<file path="src/rtl/pbad_pkg.sv">
// ----------------------------------------------------------------------------
// pbad_pkg
// Shared widths, codes and beat types of the block-average downscaler.
// ----------------------------------------------------------------------------
package pbad_pkg;

  localparam int unsigned MAX_WIDTH  = 2048;
  localparam int unsigned MAX_HEIGHT = 2048;
  localparam int unsigned MAX_BLOCK  = 64;

  localparam int unsigned NCHAN      = 3;
  localparam int unsigned CHAN_W     = 8;
  localparam int unsigned COL_W      = 11;
  localparam int unsigned ROW_W      = 11;
  localparam int unsigned IMG_W_W    = 12;
  localparam int unsigned BLK_W      = 7;
  localparam int unsigned SUB_W      = 6;
  localparam int unsigned CFG_DATA_W = 12;
  localparam int unsigned CFG_IDX_W  = 2;
  localparam int unsigned ADDR_W     = $clog2(MAX_WIDTH);
  // A row share holds up to one tile width of pixels, a band sum one tile height of rows.
  localparam int unsigned PART_W     = CHAN_W + SUB_W;
  localparam int unsigned BAND_W     = PART_W + SUB_W;
  localparam int unsigned AREA_W     = 2 * SUB_W + 1;

  localparam logic [IMG_W_W-1:0] IMAGE_WIDTH_RST  = IMG_W_W'(1920);
  localparam logic [BLK_W-1:0]   BLOCK_WIDTH_RST  = BLK_W'(1);
  localparam logic [BLK_W-1:0]   BLOCK_HEIGHT_RST = BLK_W'(1);

  typedef enum logic [1:0] {
    FORM_RGB6 = 2'd0,
    FORM_RGB3 = 2'd1,
    FORM_GREY = 2'd2
  } color_form_e;

  typedef enum logic [CFG_IDX_W-1:0] {
    REG_IMAGE_WIDTH  = 2'd0,
    REG_BLOCK_WIDTH  = 2'd1,
    REG_BLOCK_HEIGHT = 2'd2
  } cfg_reg_e;

  typedef struct packed {
    logic [1:0]  color_form;
    logic [23:0] color_value;
    logic        frame_start;
  } pix_in_t;

  typedef struct packed {
    logic [CHAN_W-1:0] avg_red;
    logic [CHAN_W-1:0] avg_green;
    logic [CHAN_W-1:0] avg_blue;
    logic [COL_W-1:0]  block_col;
    logic [ROW_W-1:0]  block_row;
    logic              row_end;
  } pix_out_t;

  typedef logic [NCHAN-1:0][CHAN_W-1:0] rgb_t;
  typedef logic [NCHAN-1:0][PART_W-1:0] part_t;
  typedef logic [NCHAN-1:0][BAND_W-1:0] band_t;
  typedef logic [NCHAN-1:0][AREA_W-1:0] divisor_t;

endpackage

</file>
<file path="src/rtl/pbad_div.sv">
// ----------------------------------------------------------------------------
// pbad_div
// Three-lane restoring divider, two quotient bits per cycle.
// ----------------------------------------------------------------------------
module pbad_div import pbad_pkg::*; (
  input  logic     clk_i,
  input  logic     rst_ni,
  input  logic     start_i,
  input  band_t    dividend_i,
  input  divisor_t divisor_i,
  output logic     done_o,
  output band_t    quot_o,
  output divisor_t rem_o
);

  localparam int unsigned STEPS  = 2;
  localparam int unsigned CYCLES = BAND_W / STEPS;
  localparam int unsigned CNT_W  = $clog2(CYCLES);

  logic             busy_q;
  logic             done_q;
  logic [CNT_W-1:0] cnt_q;
  band_t            quo_q, quo_d;
  divisor_t         rem_q, rem_d;
  divisor_t         dsr_q;

  always_comb begin
    logic [AREA_W:0]   t;
    logic [AREA_W-1:0] r;
    logic [BAND_W-1:0] q;
    quo_d = quo_q;
    rem_d = rem_q;
    for (int k = 0; k < NCHAN; k++) begin
      r = rem_q[k];
      q = quo_q[k];
      for (int s = 0; s < STEPS; s++) begin
        t = {r, q[BAND_W-1]};
        q = {q[BAND_W-2:0], 1'b0};
        if (t >= {1'b0, dsr_q[k]}) begin
          r    = AREA_W'(t - {1'b0, dsr_q[k]});
          q[0] = 1'b1;
        end else begin
          r = t[AREA_W-1:0];
        end
      end
      quo_d[k] = q;
      rem_d[k] = r;
    end
  end

  always_ff @(posedge clk_i or negedge rst_ni) begin
    if (!rst_ni) begin
      busy_q <= 1'b0;
      done_q <= 1'b0;
      cnt_q  <= '0;
    end else if (start_i) begin
      busy_q <= 1'b1;
      done_q <= 1'b0;
      cnt_q  <= '0;
    end else if (busy_q) begin
      cnt_q <= cnt_q + CNT_W'(1);
      if (cnt_q == CNT_W'(CYCLES - 1)) begin
        busy_q <= 1'b0;
        done_q <= 1'b1;
      end
    end else begin
      done_q <= 1'b0;
    end
  end

  always_ff @(posedge clk_i) begin
    if (start_i) begin
      quo_q <= dividend_i;
      rem_q <= '0;
      dsr_q <= divisor_i;
    end else if (busy_q) begin
      quo_q <= quo_d;
      rem_q <= rem_d;
    end
  end

  assign done_o = done_q;
  assign quot_o = quo_q;
  assign rem_o  = rem_q;

endmodule

</file>
<file path="config.mk">
export PLATFORM = sky130hd
export DESIGN_NAME = pbad_div
export DESIGN_NICKNAME = d
export VERILOG_FILES = /design/src/rtl/pbad_pkg.sv /design/src/rtl/pbad_div.sv
export SDC_FILE = /design/constraint.sdc
export NUM_CORES = 1
export LEC_CHECK = 0
export BUFFER_PORTS_ARGS = -buffer_cell sky130_fd_sc_hd__buf_2
export CORE_ASPECT_RATIO = 1.1
export CORE_MARGIN = 1
export CORE_UTILIZATION = 41
export DETAILED_ROUTE_END_ITERATION = 8
export GPL_TIMING_DRIVEN = 1
export PLACE_DENSITY = 0.71
export SLEW_MARGIN = 5
export SYNTH_ARGS = -nofsm -noshare
export SYNTH_HDL_FRONTEND = slang
export SYNTH_SLANG_ARGS = --single-unit
export TNS_END_PERCENT = 10
</file>
<file path="constraint.sdc">
create_clock -name clk_i -period 11.67 [get_ports clk_i]
set_clock_uncertainty 0.1 [all_clocks]
set_input_delay 0.5835 -clock clk_i [delete_from_list [all_inputs] [get_ports clk_i]]
set_output_delay 0.5835 -clock clk_i [all_outputs]
set_load 0.02 [all_outputs]
</file>
Word-level counts from Yosys, hierarchy flattened
Cells that the tools add are included.

cells by class
  multiplexer cells = 22
  add/subtract/negate cells = 7
  equal/unequal tests = 2
  order comparisons = 6
  reductions and logical operators = 1

operator list
  cell                                                              number
  60-bit 2-to-1 mux                                                 2
  14-bit by 13-bit >= comparator with 1-bit output                  6
  13-bit 2-to-1 mux                                                 6
  13-bit subtractor                                                 6
  1-bit 2-to-1 mux                                                  12
  4-bit 2-to-1 mux                                                  2
  4-bit by 1-bit adder with 4-bit output (second input constant)    1
  4-bit equality test (second input constant)                       1
  3-bit by 2-bit != test with 1-bit output (second input constant)  1
  2-bit nonzero test                                                1

word-level totals
  register bits = 144
  logic and storage cells = 50
  bits of input ports = 102

Longest topological paths before layout
Gate-level depths: netlist of run 1.

  depth after elaboration = 6
  mapped depth = 23
  mapped depth without buffers = 20

Worst setup path after synthesis of run 1
OpenSTA, ideal clock, no wires.

  path kind = register to register
  from = reg quo_q (netlist bit quot_o[19])
  to = reg quo_q (netlist bit quot_o[0]), data pin
  clock period less this slack = 4972 ps
  path slack = 6698 ps
  data arrival time = 4612 ps
  path buffers = 2
  cell stages (with the launch flop) = 22
  data required time = 11310 ps
  path through = edfxtp_1 > inv_1 > ha_1 > inv_1 > fa_1 > a21o_1 > a21o_1 > a211oi_1 > o21a_1 > or2_1 > buf_6 > mux2_2 > ha_1 > a21oi_1 > o21ai_0 > or3_1 > o221ai_1 > a21oi_1 > o21ai_0 > clkbuf_1 > nand2_1 > mux2_2

on the way
  word-level cells in the longest chain between the ends = 6

RTL lines
  item                                                                                   line                            text
  start: declaration                                                                     pbad_div.sv:23                  band_t quo_q, quo_d;
  start signal: assignment                                                               pbad_div.sv:73                  quo_q <= dividend_i;
  start signal: assignment                                                               pbad_div.sv:77                  quo_q <= quo_d;
  13-bit subtractor or 14-bit by 13-bit >= comparator with 1-bit output (tied branches)  pbad_div.sv:40, pbad_div.sv:39
  13-bit 2-to-1 mux *                                                                    pbad_div.sv:39                  if (t >= {1'b0, dsr_q[k]}) begin
  14-bit by 13-bit >= comparator with 1-bit output *                                     pbad_div.sv:39
  1-bit 2-to-1 mux *                                                                     pbad_div.sv:39
  60-bit 2-to-1 mux *                                                                    pbad_div.sv:76                  end else if (busy_q) begin
  60-bit 2-to-1 mux *                                                                    pbad_div.sv:72                  if (start_i) begin

Every way passes the cells marked *; elsewhere a longest branch is shown, timed or not. The select of a mux whose other input is x is not followed.
A chain may end at the register's enable or synchronous reset.

Worst setup path after layout of run 1
  from = reg quo_q (netlist bit quot_o[19])
  to = reg rem_q (netlist bit rem_o[9])

on the way
  word-level cells in the longest chain between the ends = 4

RTL lines
  item                                                                                   line                            text
  13-bit subtractor or 14-bit by 13-bit >= comparator with 1-bit output (tied branches)  pbad_div.sv:40, pbad_div.sv:39
  13-bit 2-to-1 mux *                                                                    pbad_div.sv:39
  13-bit subtractor or 14-bit by 13-bit >= comparator with 1-bit output (tied branches)  pbad_div.sv:40, pbad_div.sv:39
  13-bit 2-to-1 mux *                                                                    pbad_div.sv:39
  end signal: assignment                                                                 pbad_div.sv:78                  rem_q <= rem_d;
  end: declaration                                                                       pbad_div.sv:24                  divisor_t rem_q, rem_d;

Every way passes the cells marked *; elsewhere a longest branch is shown, timed or not.

==> results_dict.tcl, run 1 <==
set metrics [dict create \
    run_status "completed" \
    regToRegStartpoint "quot_o[19]" \
    number_of_global_route_vias_before_repair 8079 \
    timing.critical_path.fanout_max 20 \
    synthArstFlopShare 0.04167 \
    worstPathCellList "inv_1, ha_1, inv_1, fa_1, a21o_1, a21o_1, a211oi_1, o21a_1, or2_1, mux2_2, ha_1, a21oi_1, o21ai_0, or3_1, o221ai_1, a21oi_1, o21a_1, nor2_1, o311ai_0" \
    worst-setup-path-type "reg2reg" \
    die_width_um 149.9 \
    num-nets-final 1358 \
    critPathLaunch "quot_o[19]" \
    m1WireLength_um 11530 \
    finalSetupViolCount 0 \
    cts_buffer_depth 2 \
    dp_hpwl_um 19770 \
    grt.total_usage 0.2154 \
    met3WireLength_um 1668 \
    layout-area-overhead-vs-synth_pct 19.34 \
    static-leakage-power_nw 5.207 \
    synth_flop_cell "sky130_fd_sc_hd__edfxtp_1" \
    grt_max_degree 75 \
    worstMarginPinSlew_ns 0.9276 \
    synth_cell_type_count 75 \
    antenna_violation_net_count_after_detailed_routing 0 \
    post-route-period-util 0.4841 \
    design_area_um2 11780 \
    holdCritPathClass "in2reg" \
    synth.yosys.warnings 0 \
    largest_family_of_logic_cells_by_synthesized_area "compound AO/OA/AOI/OAI gates" \
    syn-cell-area_um2 9868 \
    regArea_um2 3904 \
    period_minus_slack_ns 5.649 \
    met2_wirelength_um 12470 \
    synth.yosys.seq_area_share 0.3956 \
    global_route_wire_length_before_repair_um 41150 \
    share_of_layout_cells_above_drive_strength_1 0.2857 \
    post_cts_resized 0 \
    start_util 0.4177 \
    rsz_0062_raised_after_global_routing "false" \
    detail_route.first_pass.iterations 7 \
    placement.cell_area_um2 11180 \
    irDropWorstVdd_uv 109.3 \
    holdCritStartpoint "divisor_i[32]" \
    worst_path_dominant_cell_family "compound AO/OA/AOI/OAI gates" \
    clockRootBuffer "sky130_fd_sc_hd__clkbuf_16" \
    vias_per_cell 5.584 \
    floorplan.die.height_um 164.7 \
    slew_headroom 0.3816 \
    post_synth_mux_area_share 0.09344 \
    finalCoreUtilization 0.4985 \
    synth_simple_gate_area_share 0.1293 \
    total_die_area_um2 24690 \
    finalWirelength_um 26420 \
    crit_path_setup_slack_layout_ns 6.021 \
    synth-xor-area-share 0.05236 \
    synth_nets 1158 \
    critical_path.slowest_cell "sky130_fd_sc_hd__or2_1" \
    synthesized_area_fraction_occupied_by_ao_oa_aoi_and_oai_cells 0.1738 \
    grt_antenna_before_repair 1 \
    worst_setup_path_end_kind "register" \
    placement_rows 59 \
    data_arrival_time_of_the_critical_path_ns 5.81 \
    timing.fmax_ghz 0.1770 \
    syn-instance-count 970 \
    final_max_slew_viol_count 0 \
    post_synthesis_register_bit_count 144 \
    numPortBuffers 201 \
    place_worst_setup_slack_ns 6.111 \
    h-tree-depth 4 \
    drcViolationCount 0 \
    timing.critical_path.required_ns 11.83 \
    top_layer "met4" \
    clock_pin_slew_on_the_worst_setup_and_hold_paths_ns 0.08 \
    element_type_at_the_critical_path_start "register" \
    finalHoldViolations 0 \
    place_congestion 0.9127 \
    grt-ovfl-total 0 \
    num_io_pins 202 \
    routedWlPerCell_um 17.74 \
    final_common_cell "sky130_fd_sc_hd__buf_2" \
    max-cap-violations 0 \
    power.density_nw_per_um2 248.3 \
    cts_sinks 144 \
    core_area_um2 23620 \
    cts_made_buffers 17 \
    cp.buffers_inverters 2 \
    mostFrequentLayoutCells "200 x sky130_fd_sc_hd__buf_2, 99 x sky130_fd_sc_hd__edfxtp_1, 80 x sky130_fd_sc_hd__ha_1" \
    max_stage_delay_ns 0.64 \
    detailedRoute.firstIterationViolations 463 \
    source_to_sink_clock_delay_at_the_later_pin_of_the_worst_skew_pair_ns 0.43 \
    footprint_of_the_multi_input_gates_um2 5552 \
    post_synth.cell_area_avg_um2 10.17 \
    synth_fa_ha_area_frac 0.1136 \
    fin_setup_tns_ns 0 \
    number_of_flops_mapped_to_enable_cells_by_yosys 99 \
    clock_tree_from_tritoncts "done" \
    layout.filler_cells 2222 \
    vias 8315 \
]
## stage by stage
| step | hold slack, ns | power [W] | std cells |
|---|---|---|---|
| 2_1_floorplan | 0.1879 | 0.001994 | 970 |
| 3_3_place_gp | 0.3183 | 0.002336 | 1455 |
| 3_5_place_dp | 0.3177 | 0.002360 | 1455 |
| 4_1_cts | 0.2059 | 0.002930 | 1488 |
| 5_1_grt | 0.1976 | 0.003137 | 1489 |
| 6_report | 0.2178 | 0.002924 | 1489 |
## final timing paths
kind                        endpoint  slack [ns]  depth (start not counted)
max reg2reg                 rem_o[9]        6.02                         19
min reg2reg                   done_o        0.42                          2
min in group asynchronous   cnt_q[1]        0.45                          2
max                         rem_o[9]        6.02                         19
min                        dsr_q[32]        0.22                          1
max in group asynchronous   cnt_q[2]       10.86                          2
## metal layers
layer / up-vias / GRT usage
li1: 4061 / -
met1: 3919 / 0.2709
met2: 286 / 0.3628
met3: 49 / 0.04558
met4: 0 / 0.07805
met5: - / 0
## cells in the mapped netlist (all sizes together), types with 12 or more instances
library cell,count,area share
edfxtp,99,0.30
mux2,72,0.083
or3,14,0.0089
xnor2,38,0.034
clkbuf,20,0.0076
nor2,64,0.025
inv,68,0.026
nor3,26,0.014
a21oi,52,0.026
o211ai,14,0.011
o21ai,50,0.026
a211oi,25,0.020
xor2,21,0.019
nand4,27,0.017
nand2,61,0.024
nand3,15,0.0076
a21o,16,0.012
nand2b,12,0.0076
ha,80,0.10
dfxtp,39,0.079
o21a,15,0.011
## cell type report
type,instances,share of cell area
Timing Repair Buffer,212,0.09286
Antenna cell,1,0.0002125
Clock buffer,17,0.03612
Clock inverter,15,0.01381
Tap cell,305,0.03241
Sequential cell,144,0.3315
Multi-Input combinational cell,727,0.4714
Inverter,68,0.02167
## where the power goes
group | switching [W] | total [W] | internal (W) | leakage (nW)
registers | 0.0000868 | 0.000736 | 0.000649 | 1.42
clock network | 0.000265 | 0.000554 | 0.000289 | 0.292
logic | 0.000940 | 0.00163 | 0.000694 | 3.49
total | 0.00129 | 0.00292 | 0.00163 | 5.21
## worst register-to-register path: stages (launching register included)
cell and delay (ns):
sky130_fd_sc_hd__edfxtp_1 0.41, sky130_fd_sc_hd__inv_1 0.08, sky130_fd_sc_hd__ha_1 0.16, sky130_fd_sc_hd__inv_1 0.06, sky130_fd_sc_hd__fa_1 0.41, sky130_fd_sc_hd__a21o_1 0.20
sky130_fd_sc_hd__a21o_1 0.25, sky130_fd_sc_hd__a211oi_1 0.26, sky130_fd_sc_hd__o21a_1 0.24, sky130_fd_sc_hd__or2_1 0.64, sky130_fd_sc_hd__mux2_2 0.43, sky130_fd_sc_hd__ha_1 0.35
sky130_fd_sc_hd__a21oi_1 0.15, sky130_fd_sc_hd__o21ai_0 0.10, sky130_fd_sc_hd__or3_1 0.32, sky130_fd_sc_hd__o221ai_1 0.22, sky130_fd_sc_hd__a21oi_1 0.16, sky130_fd_sc_hd__o21a_1 0.32
sky130_fd_sc_hd__nor2_1 0.43, sky130_fd_sc_hd__o311ai_0 0.22
## state kept, by name (all words and copies together), names as in the netlist
signal,cells
rem_o,39
dsr_q,39
cnt_q,4
busy_q,1
done_o,1
quot_o,60
## logic make-up after synthesis
kind of cell | Yosys count
flops | 144
fa+ha+maj | 86
xor+xnor | 59
buf+inv | 99
mux | 82
compound gates | 242
simple gates | 258
## what timing repair did
action                                 in CTS  in global routing
hold buffers                                1                  0
endpoints found under the hold margin       6                  0
buffers inserted                            0                  0
Power figures use the tool's default switching activity.
==> inputs of run 2 (changes only) <==
==> constraint.sdc (replaced) <==
create_clock -name clk_i -period 5.2 [get_ports clk_i]
set_clock_uncertainty 0.1 [all_clocks]
set_input_delay 0.26 -clock clk_i [delete_from_list [all_inputs] [get_ports clk_i]]
set_output_delay 0.26 -clock clk_i [all_outputs]
set_load 0.02 [all_outputs]
==> run 2 against run 1 <==
Against the previous run: power is 130% higher; hold slack got worse by 0.18 ns; sequential share of layout area down 1.4 points; largest cell class unchanged; cell count grew 3.5%; critical path depth is the same; setup slack worse by 5.8 ns; count of clock-buffer cells in the layout rose by 1; non-clock buffer count increased by 51; via count is 2.4% higher.
==> results_dict.tcl, run 2 (synthesis gave the netlist of run 1 again) <==
set metrics [dict create \
    num_io_pins 202 \
    max_stage_delay_ns 0.48 \
    cp.buffers_inverters 2 \
    timing.fmax_ghz 0.2001 \
    global_route_wire_length_before_repair_um 42020 \
    critical_path.slowest_cell "sky130_fd_sc_hd__fa_1" \
    grt_antenna_before_repair 0 \
    fin_setup_tns_ns 0 \
    clock_pin_slew_on_the_worst_setup_and_hold_paths_ns 0.07 \
    finalSetupViolCount 0 \
    largest_reg_flops 60 \
    worst_path_dominant_cell_family "compound AO/OA/AOI/OAI gates" \
    num-nets-final 1410 \
    drcViolationCount 0 \
    data_arrival_time_of_the_critical_path_ns 5.23 \
    number_of_global_route_vias_before_repair 8368 \
    worstMarginPinSlew_ns 0.9118 \
    antenna_violation_net_count_after_detailed_routing 0 \
    worstPathCellList "inv_1, ha_1, inv_1, fa_1, a21o_1, a221oi_2, a31o_4, a221oi_2, nand2_1, o21ai_1, fa_1, nand2b_1, a211oi_1, o41ai_1, a21oi_1, o22ai_2, nand2_4, mux2_4, a211oi_2" \
    h-tree-depth 4 \
    irDropWorstVdd_uv 232.7 \
    place_worst_setup_slack_ns -0.03211 \
    detail_route.first_pass.iterations 5 \
    vias_per_cell 5.525 \
    cts_buffer_depth 2 \
    layoutNonFillerInstCount 1541 \
    timing.critical_path.fanout_max 15 \
    place_congestion 0.9199 \
    routedWlPerCell_um 17.65 \
    detailedRoute.firstIterationViolations 525 \
    clockRootBuffer "sky130_fd_sc_hd__clkbuf_16" \
    floorplan.die.height_um 164.7 \
    cts_made_buffers 17 \
    worst-setup-path-type "reg2reg" \
    die_width_um 149.9 \
    power.density_nw_per_um2 542.1 \
    layout.filler_cells 2151 \
    timing.critical_path.required_ns 5.44 \
    worst_setup_path_end_kind "register" \
    static-leakage-power_nw 5.420 \
    share_of_layout_cells_above_drive_strength_1 0.2899 \
    placement_rows 59 \
    dp_hpwl_um 20220 \
    period_minus_slack_ns 4.997 \
    source_to_sink_clock_delay_at_the_later_pin_of_the_worst_skew_pair_ns 0.42 \
    numPortBuffers 201 \
    max-cap-violations 0 \
    number_of_instances_in_the_placed_design 1466 \
    vias 8514 \
    cts_sinks 144 \
    run_status "completed" \
    finalWirelength_um 27210 \
    clock_tree_from_tritoncts "done" \
    slew_headroom 0.3921 \
    crit_path_setup_slack_layout_ns 0.2032 \
    layout-area-overhead-vs-synth_pct 24.60 \
    start_util 0.4177 \
    core_area_um2 23620 \
    grt.total_usage 0.2193 \
    total_die_area_um2 24690 \
    element_type_at_the_critical_path_start "register" \
    post-route-period-util 0.9609 \
    finalHoldViolations 0 \
    grt-ovfl-total 0 \
    holdCritPathClass "in2reg" \
    final_max_slew_viol_count 0 \
    mostFrequentLayoutCells "200 x sky130_fd_sc_hd__buf_2, 99 x sky130_fd_sc_hd__edfxtp_1, 80 x sky130_fd_sc_hd__ha_1" \
    grt_max_degree 70 \
    final_common_cell "sky130_fd_sc_hd__buf_2" \
]
-- run 2: cell count changes in the layout (fill, tap and decap cells not counted), sizes merged --
cell	change
a221oi	+1
buf	+12
clkbuf	+1
clkinv	-1
clkinvlp	+4
dlygate4sd3	+39
inv	-4
-- run 2: worst register-to-register path: stages (launching register included) --
cell and delay, ns:
sky130_fd_sc_hd__edfxtp_1 0.41, sky130_fd_sc_hd__inv_1 0.08, sky130_fd_sc_hd__ha_1 0.16, sky130_fd_sc_hd__inv_1 0.05
sky130_fd_sc_hd__fa_1 0.43, sky130_fd_sc_hd__a21o_1 0.22, sky130_fd_sc_hd__a221oi_2 0.42, sky130_fd_sc_hd__a31o_4 0.27
sky130_fd_sc_hd__a221oi_2 0.12, sky130_fd_sc_hd__nand2_1 0.11, sky130_fd_sc_hd__o21ai_1 0.12, sky130_fd_sc_hd__fa_1 0.48
sky130_fd_sc_hd__nand2b_1 0.18, sky130_fd_sc_hd__a211oi_1 0.33, sky130_fd_sc_hd__o41ai_1 0.17, sky130_fd_sc_hd__a21oi_1 0.29
sky130_fd_sc_hd__o22ai_2 0.19, sky130_fd_sc_hd__nand2_4 0.26, sky130_fd_sc_hd__mux2_4 0.33, sky130_fd_sc_hd__a211oi_2 0.20
-- run 2: power breakdown --
part	internal, W	switching, W
logic	0.00165	0.00218
clock network	0.000627	0.000550
registers	0.00146	0.000196
total	0.00374	0.00293
-- run 2: repair_timing --
action,4_1_cts,5_1_grt
pin swaps,0,3
cloned,0,1
setup endpoints to repair,9,37
resized for setup,2,11
hold endpoints to repair,45,0
hold buffers,40,0
setup buffers,0,1
-- run 2: worst paths after layout --
kind / startpoint / cells after the start / endpoint / slack, ns
min in group asynchronous: rst_ni / 2 / cnt_q[0] / 0.16
setup / recovery: quot_o[59] / 19 / rem_o[27] / 0.20
setup reg to reg: quot_o[59] / 19 / rem_o[27] / 0.20
hold reg to reg: done_o / 2 / done_o / 0.41
hold / removal: dividend_i[33] / 2 / quot_o[33] / 0.03
max in group asynchronous: rst_ni / 2 / busy_q / 4.70
-- run 2: cell type report --
class | instances | area, um2 | share of cell area
multi-input combinational | 728 | 5613 | 0.4565
sequential | 144 | 3904 | 0.3175
timing repair buffer | 263 | 1587 | 0.1290
clock buffer | 18 | 429.2 | 0.03490
tap | 305 | 381.6 | 0.03104
inverter | 68 | 255.2 | 0.02076
clock inverter | 14 | 123.9 | 0.01007
antenna | 1 | 2.502 | 0.0002035
-- run 2: per-layer routing --
layer | share of wire | track usage | vias up
met2 | 0.48 | 0.3824 | 299
li1 | - | - | 4178
met4 | 0.022 | 0.08127 | 0
met3 | 0.057 | 0.03785 | 38
met5 | 0 | 0 | -
met1 | 0.44 | 0.2695 | 3999
-- run 2: metrics by stage --
step	hold slack, ns	utilization	instance area, um2	total power (W)
2_1_floorplan	-0.1356	-	9868	0.004475
3_3_place_gp	-0.007564	0.4771	11270	0.005313
3_5_place_dp	-0.007700	0.4771	11270	0.005362
4_1_cts	0.01799	0.5180	12240	0.006602
5_1_grt	0.01949	0.5204	12290	0.007131
6_report	0.03414	0.5205	12300	0.006666
==> inputs of run 3 (changes only) <==
--- a/config.mk
+++ b/config.mk
@@ -12,6 +12,7 @@
 export DETAILED_ROUTE_END_ITERATION = 8
 export GPL_TIMING_DRIVEN = 1
 export PLACE_DENSITY = 0.71
+export RECOVER_POWER = 25
 export SLEW_MARGIN = 5
 export SYNTH_ARGS = -nofsm -noshare
 export SYNTH_HDL_FRONTEND = slang
==> constraint.sdc (replaced) <==
create_clock -name clk_i -period 6.5 [get_ports clk_i]
set_clock_uncertainty 0.1 [all_clocks]
set_input_delay 0.325 -clock clk_i [delete_from_list [all_inputs] [get_ports clk_i]]
set_output_delay 0.325 -clock clk_i [all_outputs]
set_load 0.02 [all_outputs]
==> run 3 against run 2 <==
Against the previous run: the run now ends with capacitance limit, slew limit left; global-route usage fell by 0.051 points; clock power fell by 11%; hold slack improved by 0.051 ns; flip-flop and latch count did not move; critical endpoint is now rem_o[16]; largest cell class unchanged.
==> results_dict.tcl, run 3 (synthesis gave the netlist of run 1 again) <==
set metrics [dict create \
    run_status "complete, but fails checks" \
    failing_checks "capacitance limit, slew limit" \
    cts_buffer_depth 2 \
    h-tree-depth 4 \
    max-cap-violations 2 \
    power_switching_w 0.002319 \
    dp_hpwl_um 19750 \
    layout.filler_cells 2180 \
    routedWlPerCell_um 17.53 \
    placement.cell_area_um2 11180 \
    vias 8474 \
    layout-area-overhead-vs-synth_pct 23.33 \
    finalHoldViolations 0 \
    grt-ovfl-total 0 \
    timing.fmax_ghz 0.1784 \
    num_io_pins 202 \
    total_die_area_um2 24690 \
    element_type_at_the_critical_path_start "register" \
    regToRegStartpoint "quot_o[39]" \
    worstPathCellList "inv_1, ha_1, inv_1, fa_1, a21o_1, a2111oi_2, nor3_2, nor2_1, buf_4, mux2_2, ha_1, nor2b_1, o21ai_0, a21oi_1, o221ai_1, a21oi_1, o21ai_0, buf_4, nand3_1, a311oi_1" \
    detailedRoute.firstIterationViolations 406 \
    max_stage_delay_ns 0.58 \
    cts-hold-fix-buffers 39 \
    grt_antenna_before_repair 1 \
    die_width_um 149.9 \
    critical_path.slowest_cell "sky130_fd_sc_hd__o21ai_0" \
    final_max_slew_viol_count 114 \
    power_switching_share 0.4347 \
    finalCoreUtilization 0.5152 \
    period_minus_slack_ns 5.607 \
    largest_reg_flops 60 \
    cts_sinks 144 \
    share_of_layout_cells_above_drive_strength_1 0.2719 \
    vias_per_cell 5.549 \
    finalSetupViolCount 0 \
    fin_setup_tns_ns 0 \
    number_of_global_route_vias_before_repair 8301 \
    holdCritStartpoint "dividend_i[11]" \
    global_route_wire_length_before_repair_um 42000 \
    post_cts_resized 0 \
    grt.total_usage 0.2187 \
    regArea_um2 3904 \
    cts_post_setup_buffers_inserted 0 \
    worst_hold_end "quot_o[11]" \
    data_arrival_time_of_the_critical_path_ns 5.80 \
    critPathLaunch "quot_o[39]" \
    rsz_0062_raised_after_global_routing "false" \
    final.hold.worst_slack_ns 0.08515 \
    core_area_um2 23620 \
    power.density_nw_per_um2 438.3 \
    footprint_of_the_multi_input_gates_um2 5552 \
    final_common_cell "sky130_fd_sc_hd__buf_2" \
    irDropWorstVdd_uv 195.6 \
    clock_power_share 0.196 \
    clock_tree_from_tritoncts "done" \
    worst_setup_path_end_kind "register" \
    start_util 0.4177 \
    clock_pin_slew_on_the_worst_setup_and_hold_paths_ns 0.07 \
    pwr-share-seq 0.248 \
    post-route-period-util 0.8625 \
    grt_max_degree 63 \
    antenna_violation_net_count_after_detailed_routing 0 \
    worstMarginPinSlew_ns 3.191 \
    setup.reg_to_reg.worst_slack_ns 0.89 \
    comb_power_share 0.555 \
    placement_rows 59 \
    detail_route.first_pass.iterations 5 \
    holdCritPathClass "in2reg" \
    cts_made_buffers 17 \
    clockRootBuffer "sky130_fd_sc_hd__clkbuf_16" \
    mostFrequentLayoutCells "197 x sky130_fd_sc_hd__buf_2, 99 x sky130_fd_sc_hd__edfxtp_1, 80 x sky130_fd_sc_hd__ha_1" \
    source_to_sink_clock_delay_at_the_later_pin_of_the_worst_skew_pair_ns 0.44 \
    worst-setup-path-type "reg2reg" \
    reg2regPathDepth 20 \
    whs_path_depth 2 \
    timing.critical_path.fanout_max 20 \
    floorplan.die.height_um 164.7 \
    internal_power_w 0.003016 \
    worstReg2RegEnd "rem_o[16]" \
    slew_headroom -1.128 \
    drcViolationCount 0 \
    finalWirelength_um 26770 \
    num-nets-final 1396 \
    numPortBuffers 201 \
    design_area_um2 12170 \
    static-leakage-power_nw 5.357 \
    place_congestion 0.9303 \
    timing.critical_path.required_ns 6.69 \
]
[run 3: worst max-delay path by stage]
stage           endpoint  slack, ns  depth (start not counted)
2_1_floorplan  quot_o[0]       1.53                         21
3_3_place_gp    rem_o[8]       1.14                         20
3_5_place_dp    rem_o[9]       0.98                         20
4_1_cts         rem_o[9]       0.97                         20
5_1_grt        rem_o[16]       0.43                         20
6_report       rem_o[16]       0.89                         20
[run 3: area by class of cell]
class	count	area share
diodes	1	0.0002056
clock buffers	17	0.03495
clock inverters	15	0.01573
inverters	68	0.02097
multi-input cells	727	0.4562
flip-flops and latches	144	0.3208
well taps	305	0.03136
repair buffers	250	0.1199
[run 3: power groups by stage]
stage          Combinational [W]  Sequential (W)  Clock [W]
4_1_cts                  0.00293         0.00132    0.00108
3_3_place_gp             0.00285         0.00134          0
3_5_place_dp             0.00289         0.00134          0
5_1_grt                  0.00326         0.00135    0.00110
2_1_floorplan            0.00211         0.00147          0
6_report                 0.00296         0.00132    0.00105
[run 3: worst max-delay path: cells and delay by family (launching register included)]
| kind | cells | cell delay, ns |
|---|---|---|
| AOI/OAI and AO/OA | 8 | 2.40 |
| adders and majority gates | 3 | 0.93 |
| buffers and inverters | 4 | 0.69 |
| DFF | 1 | 0.41 |
| muxes | 1 | 0.38 |
| and+or+nand+nor | 4 | 0.55 |
[run 3: through the flow]
| stage | total power, W | std cells | setup WS [ns] |
|---|---|---|---|
| floorplan | 0.003580 | 970 | 1.528 |
| global placement | 0.004186 | 1455 | 1.136 |
| CTS | 0.005329 | 1526 | 0.9653 |
| global route | 0.005704 | 1527 | 0.4293 |
| detailed placement | 0.004227 | 1455 | 0.9806 |
| finish | 0.005335 | 1527 | 0.8935 |
[run 3: routing by layer]
layer / global-route usage / vias up / wire (um)
met2: 0.3634 / 287 / 12780
met4: 0.09091 / 0 / 700
li1: - / 4135 / -
met1: 0.2749 / 4002 / 11730
met3: 0.04586 / 50 / 1555
met5: 0 / - / 0
